===== config.mk =====
export PLATFORM = sky130hd
export DESIGN_NAME = mslfo_scale
export DESIGN_NICKNAME = d
export VERILOG_FILES = /design/src/hw/rtl/mslfo_pkg.sv /design/src/hw/rtl/mslfo_scale.sv
export SDC_FILE = /design/constraint.sdc
export NUM_CORES = 1
export LEC_CHECK = 0
export BUFFER_PORTS_ARGS = -buffer_cell sky130_fd_sc_hd__buf_2
export CORE_ASPECT_RATIO = 1.4
export CORE_MARGIN = 2
export CORE_UTILIZATION = 65
export DETAILED_ROUTE_END_ITERATION = 12
export PLACE_DENSITY = 0.85
export SLEW_MARGIN = 20
export SYNTH_ARGS = -nofsm -noshare
export SYNTH_HDL_FRONTEND = slang
export SYNTH_SLANG_ARGS = --single-unit

===== constraint.sdc =====
create_clock -name vclk -period 11.2
set_clock_uncertainty 0.2 [all_clocks]
set_input_delay 0.56 -clock vclk [all_inputs]
set_output_delay 0.56 -clock vclk [all_outputs]
set_load 0.02 [all_outputs]

===== src/hw/rtl/mslfo_pkg.sv =====
`timescale 1ns / 1ps
// mslfo_pkg: shared types, constants and functions of the multi-shape lfo
// used by every module of the block; depends on nothing

package mslfo_pkg;

	localparam int unsigned SINE_TABLE_DEPTH_DEF = 1024;
	localparam int unsigned PHASE_BITS_DEF       = 32;

	localparam int unsigned CFG_INDEX_W = 2;
	localparam int unsigned CFG_DATA_W  = 32;
	localparam int unsigned SAMPLE_W    = 16;

	localparam logic [CFG_INDEX_W-1:0] CFG_WAVE_SHAPE      = 2'd0;
	localparam logic [CFG_INDEX_W-1:0] CFG_RETRIGGER       = 2'd1;
	localparam logic [CFG_INDEX_W-1:0] CFG_PHASE_INCREMENT = 2'd2;

	localparam logic [63:0] HALF_PI_Q30 = 64'd1686629713;
	localparam logic [63:0] ONE_Q30     = 64'd1 << 30;
	localparam logic [63:0] TAYLOR_DIV [1:5] = '{64'd6, 64'd20, 64'd42, 64'd72, 64'd110};

	typedef enum logic [2:0] {
		SHAPE_SINE     = 3'd0,
		SHAPE_TRIANGLE = 3'd1,
		SHAPE_SAW      = 3'd2,
		SHAPE_SQUARE   = 3'd3,
		SHAPE_HOLD     = 3'd4
	} shape_t;

	typedef struct packed {
		shape_t      shape;
		logic        retrig;
		logic [31:0] inc;
	} cfg_t;

	typedef struct packed {
		logic                       use_sine;
		logic signed [SAMPLE_W-1:0] raw;
		logic [15:0]                p16;
	} wave_t;

	function automatic logic signed [SAMPLE_W-1:0] sat18(input logic signed [17:0] v);
		logic signed [SAMPLE_W-1:0] r;
		if (v > 18'sd32767) begin
			r = 16'sh7fff;
		end else if (v < -18'sd32768) begin
			r = 16'sh8000;
		end else begin
			r = v[SAMPLE_W-1:0];
		end
		return r;
	endfunction

	// sin(pi/2 * u), u in q30, as q1.15; taylor series through the 11th power
	function automatic logic [15:0] quarter_sine(input logic [63:0] u);
		logic [63:0] a;
		logic [63:0] a2;
		logic [63:0] term;
		logic [63:0] sum;
		logic [63:0] v;
		a    = (u * HALF_PI_Q30) >> 30;
		a2   = (a * a) >> 30;
		term = a;
		sum  = a;
		for (int k = 1; k <= 5; k++) begin
			term = ((term * a2) >> 30) / TAYLOR_DIV[k];
			if (k % 2 == 1) begin
				sum = (sum >= term) ? sum - term : 64'd0;
			end else begin
				sum = sum + term;
			end
		end
		v = (sum * 64'd32767 + (64'd1 << 29)) >> 30;
		if (v > 64'd32767) begin
			v = 64'd32767;
		end
		return v[15:0];
	endfunction

endpackage


===== src/hw/rtl/mslfo_scale.sv =====
`timescale 1ns / 1ps
// mslfo_scale: waveform times depth, rounded half up, saturated to q1.15
// depends on mslfo_pkg

module mslfo_scale
	import mslfo_pkg::*;
(
	input  logic signed [SAMPLE_W-1:0] raw,
	input  logic signed [SAMPLE_W-1:0] depth,
	output logic signed [SAMPLE_W-1:0] value
);

	logic signed [31:0] prod;
	logic signed [32:0] rnd;

	assign prod  = raw * depth;
	assign rnd   = 33'(prod) + 33'sd16384;
	assign value = sat18(rnd[32:15]);

endmodule


==> results of run 1 <==
routing by layer:
| layer | GRT usage, % | wire (µm) | vias up |
|---|---|---|---|
| li1 | - | - | 3259 |
| met1 | 33.86 | 7738 | 3815 |
| met2 | 58.09 | 13140 | 294 |
| met3 | 1.429 | 898 | 118 |
| met4 | 18.78 | 1720 | 0 |
| met5 | 0 | 0 | - |
final cells by class:
| class | count | share of cell area [%] |
|---|---|---|
| multi-input combinational | 775 | 84.57 |
| inverter | 296 | 10.77 |
| timing repair buffer | 48 | 2.329 |
| tap | 192 | 2.329 |
placed cells by master, fill, tap and decap left out, types with 2 or more instances in the layout:
cell and count:
and3_1 4, a21oi_2 3, nand4_1 5, o21a_1 5
fa_1 267, nand2b_1 4, nor3_1 2, ha_1 78
o21ai_2 7, nand3_1 9, o21ai_0 17, xnor2_1 17
nor2b_1 4, a41oi_1 2, a21oi_1 24, inv_1 296
and2_1 120, o211ai_1 2, o31ai_1 2, nor2_1 21
nand2_1 138, a211oi_1 4, a21o_1 12, buf_2 48
a31oi_1 2, xor2_1 8
synth_stat cells (2+ instances only):
library cell and count:
o21ai_0 17, a21o_1 12, nand2b_1 4, nand2_1 138, nor2_1 21, and2_1 120, o31ai_1 2, a21oi_1 24
nor2b_1 4, a41oi_1 2, xnor2_1 17, inv_1 296, ha_1 78, o21a_1 5, o21ai_2 7, nor3_1 2
fa_1 267, and3_1 4, xor2_1 8, nand3_1 9, nand4_1 5, buf_6 3, a31oi_1 2, a211oi_1 4
o211ai_1 2, a21oi_2 3, clkbuf_1 33
worst paths after layout:
| kind | start | to | slack (ps) | cells after the start |
|---|---|---|---|---|
| max | raw[15] | value[2] | 2790 | 24 |
| min | depth[0] | value[6] | 2290 | 10 |
tightest hold or removal path: stages:
cell and delay [ps]:
buf_2 190, nand3_1 130, o21ai_0 90, o211ai_1 100
o2111ai_1 200, nand2_1 130, o211ai_1 100, xnor2_1 160
o21ai_2 110, buf_2 170
cells by family (layout without fill, tap and decap cells):
group / Yosys count / in the layout / synth area share (%)
simple gates: 312 / 312 / 15.50
compound gates: 92 / 92 / 6.221
xor+xnor: 25 / 25 / 2.191
mux: 1 / 1 / 0.1126
buf+inv: 333 / 344 / 12.74
fa+ha+maj: 345 / 345 / 63.24
metrics by stage:
stage	utilization [%]	hold WS, ps
detailed placement	68.51	2273
floorplan	-	1687
global placement	68.51	2271
finish	68.51	2294
CTS	68.51	2289
global route	68.51	2410
==> impl_metrics.ini, run 1 <==
[run_status]
status = complete, no violations

[synth]
yosys_warnings = 0
synth_top_cell_area_share_pct = 53.47
synth.largest_area_cell = fa_1
syn_area_mm2 = 0.009996
synth_cell_types = 46
seq_area_frac_synth_pct = 0
syn-num-nets = 1485
syn_area_per_cell_um2 = 9.022
syn_inst = 1108
synth.area.top_cells = fa_1 53%, inv_1 11%, ha_1 9.8%, and2_1 7.5%, nand2_1 5.2%

[die]
floorplan.initialDensity_pct = 66.40
die_y_um = 150.7
chipWidth_um = 108.8
num_io_pins = 48
coreArea_mm2 = 0.01505
rows = 53
die-area_mm2 = 0.01640

[final_layout]
final_nets = 1498
stdcell_area_mm2 = 0.01031
multi_input_area_mm2 = 0.008722
ff_latch_area_um2 = 0
nClkBuffers = 0
drive_gt1_share_pct = 5.719
n_sequential_cell = 0
syn2layout_area_growth_pct = 3.179
fillers = 1162
antenna_cells = 0
stdcell_count = 1311

[route]
viasPerCell = 5.710
route.detailed.drc = 0
dr.pass1.iters = 5
post_drt_wl_per_cell_um = 17.92
ant_nets = 0
drt-total-wl_um = 23500
num_vias = 7486
drt_iter0_markers = 369

[sta]
finalCritPeriodShare_pct = 75.08
clock.fmax_mhz = 118.9
worstMarginPinSlew_ps = 740.7
fin_ws_ps = 2791
finalCriticalPeriod_ps = 8409
rsz0062_at_grt = false
fin_setup_tns_ps = 0
slew_headroom_pct = 50.62
slew_viol_final = 0
finalHoldViolations = 0
setup_viol = 0

[clocking]
cts_setup_buffers = 0
ctsHoldBuffers = 0
ctsResizeCount = 0

[global_routing]
antenna_found_initial = 0
grt_first_pass_wirelength_um = 39030
gr-total-overflow = 0
grt_start_max_net_pins = 17
grt_usage_pct = 30.95
grt_pass1_vias = 8492

[setup_path]
critical_path_class = input pin to output port
startpoint_type = input pin
path_common_cell = fa_1
endpoint_kind = output port
cp_cell_sequence = buf_2 -> nand2_1 -> inv_1 -> fa_1 -> inv_1 -> fa_1 -> inv_1 -> fa_1 -> fa_1 -> fa_1 -> inv_1 -> fa_1 -> inv_1 -> ha_1 -> a21oi_1 -> o21a_1 -> o22ai_1 -> a211o_1 -> a221o_1 -> a221oi_2 -> xnor2_1 -> a21oi_2 -> o21ai_0 -> buf_2
arrival_ps = 7650
cp_top_family = adder cells
crit_required_ps = 10440
cpMaxStageDelayCell = fa_1
cp_num_buf_inv = 7
max_stage_delay_ps = 750
cp_max_fo = 16

[placed_design]
dpl-instance-area_mm2 = 0.01031
dp_slack_ps = 2771
io_buffers = 48
placedCellCount = 1311
dpl.hpwl_um = 20340
gp_congestion = 0.8771

[job]
cap_violations = 0

[min_path]
hp-class = input pin to output port
Power of run 1 is left out: the tool's default activity adds up to more than one toggle a clock period on the data nets, which glitch-free logic cannot reach.
==> inputs of run 2 (changes only) <==
Clock period 11.2 ns to 8.4 ns, I/O delays scaled along.
==> run 2 against run 1 <==
Via count rose by 0.59%. Global-route usage rose by 0.45 points. Core utilization rose by 0.14 points. Critical path depth rose by 1. Critical path type unchanged. Largest cell class unchanged. Highest routed layer unchanged.
==> impl_metrics.ini, run 2 (synthesized netlist as in run 1, its figures left out) <==
[placed_design]
dpl.hpwl_um = 20270
io_buffers = 48
gp_congestion = 0.8825
dpl-instance-area_mm2 = 0.01033

[route]
num_vias = 7530
ant_nets = 0
viasPerCell = 5.735
dr.pass1.iters = 5
drt_iter0_markers = 479
route.detailed.drc = 0
post_drt_wl_per_cell_um = 17.83
drt-total-wl_um = 23410

[die]
die_y_um = 150.7
floorplan.initialDensity_pct = 66.40
coreArea_mm2 = 0.01505
num_io_pins = 48
rows = 53
chipWidth_um = 108.8
die-area_mm2 = 0.01640

[setup_path]
critical_path_class = input pin to output port
path_common_cell = fa_1
cp_top_family = adder cells
cp_max_fo = 16
cpMaxStageDelayCell = fa_2
crit_required_ps = 7780
startpoint_type = input pin
endpoint_kind = output port
arrival_ps = 7440
max_stage_delay_ps = 670
cp_num_buf_inv = 8

[sta]
rsz0062_at_grt = false
worstMarginPinSlew_ps = 647.1
fin_setup_tns_ps = 0
clock.fmax_mhz = 124.0
slew_headroom_pct = 56.86
finalCriticalPeriod_ps = 8061
slew_viol_final = 0
finalHoldViolations = 0
setup_viol = 0
finalCritPeriodShare_pct = 95.97

[final_layout]
antenna_cells = 0
ff_latch_area_um2 = 0
stdcell_area_mm2 = 0.01033
layout_commonest_cell = inv_1
final_nets = 1500
syn2layout_area_growth_pct = 3.392
n_sequential_cell = 0
fillers = 1127
nClkBuffers = 0
final_cell_mix = 295 x inv_1, 266 x fa_1, 138 x nand2_1
drive_gt1_share_pct = 6.066

[clocking]
cts_setup_buffers = 0
ctsHoldBuffers = 0

[min_path]
hp-class = input pin to output port

[global_routing]
gr-total-overflow = 0
antenna_found_initial = 0
grt_start_max_net_pins = 17
grt_first_pass_wirelength_um = 39530
grt_usage_pct = 31.40
grt_pass1_vias = 8475

[run_status]
status = complete, no violations

[job]
cap_violations = 0
[run 2: changes by cell type in the layout (fill, tap and decap cells not counted), sizes merged]
| cell | delta |
|---|---|
| clkinvlp | +1 |
| inv | -1 |
| buf | +2 |
[run 2: layer usage]
| metal | part of all wire, % | track usage (%) | up-vias |
|---|---|---|---|
| met5 | 0 | 0 | - |
| met4 | 7.0 | 17.82 | 0 |
| met3 | 5.0 | 3.203 | 113 |
| met2 | 55 | 57.78 | 329 |
| met1 | 33 | 34.83 | 3826 |
| li1 | - | - | 3262 |
[run 2: path summary, 6_finish.rpt]
check	from	to	slack, ps	cells after the start
worst min-delay path	depth[0]	value[2]	1970	10
worst max-delay path	depth[1]	value[10]	340	25
[run 2: tightest hold or removal path: stages]
cell       delay [ps]
buf_2             190
nand3_1           130
o21ai_0            90
o211ai_1           80
o2111ai_1         190
nand2_1           130
nand3_1           110
xnor2_1           180
o21ai_0            80
buf_2             160
[run 2: layout make-up]
cell class / count / area (µm²) / area share (%)
Multi-Input combinational cell: 775 / 8725 / 84.42
Inverter: 296 / 1115 / 10.79
Timing Repair Buffer: 50 / 255.2 / 2.470
Tap cell: 192 / 240.2 / 2.324
[run 2: through the flow]
stage          setup slack, ps  instances  utilization [%]  hold slack, ps
2_1_floorplan            781.3       1108                -            1407
3_3_place_gp             571.9       1313            68.61            1968
3_5_place_dp             311.6       1313            68.61            1953
4_1_cts                  293.4       1313            68.61            1972
5_1_grt                  25.91       1313            68.66            2091
6_report                 338.6       1313            68.66            1971
[run 2: timing repair]
| item | 4_1_cts | 5_1_grt |
|---|---|---|
| endpoints found under the setup margin | 0 | 1 |
| resized for setup | 0 | 2 |
| endpoints found under the hold margin | 0 | 0 |
Power of run 2 is left out for the same reason.
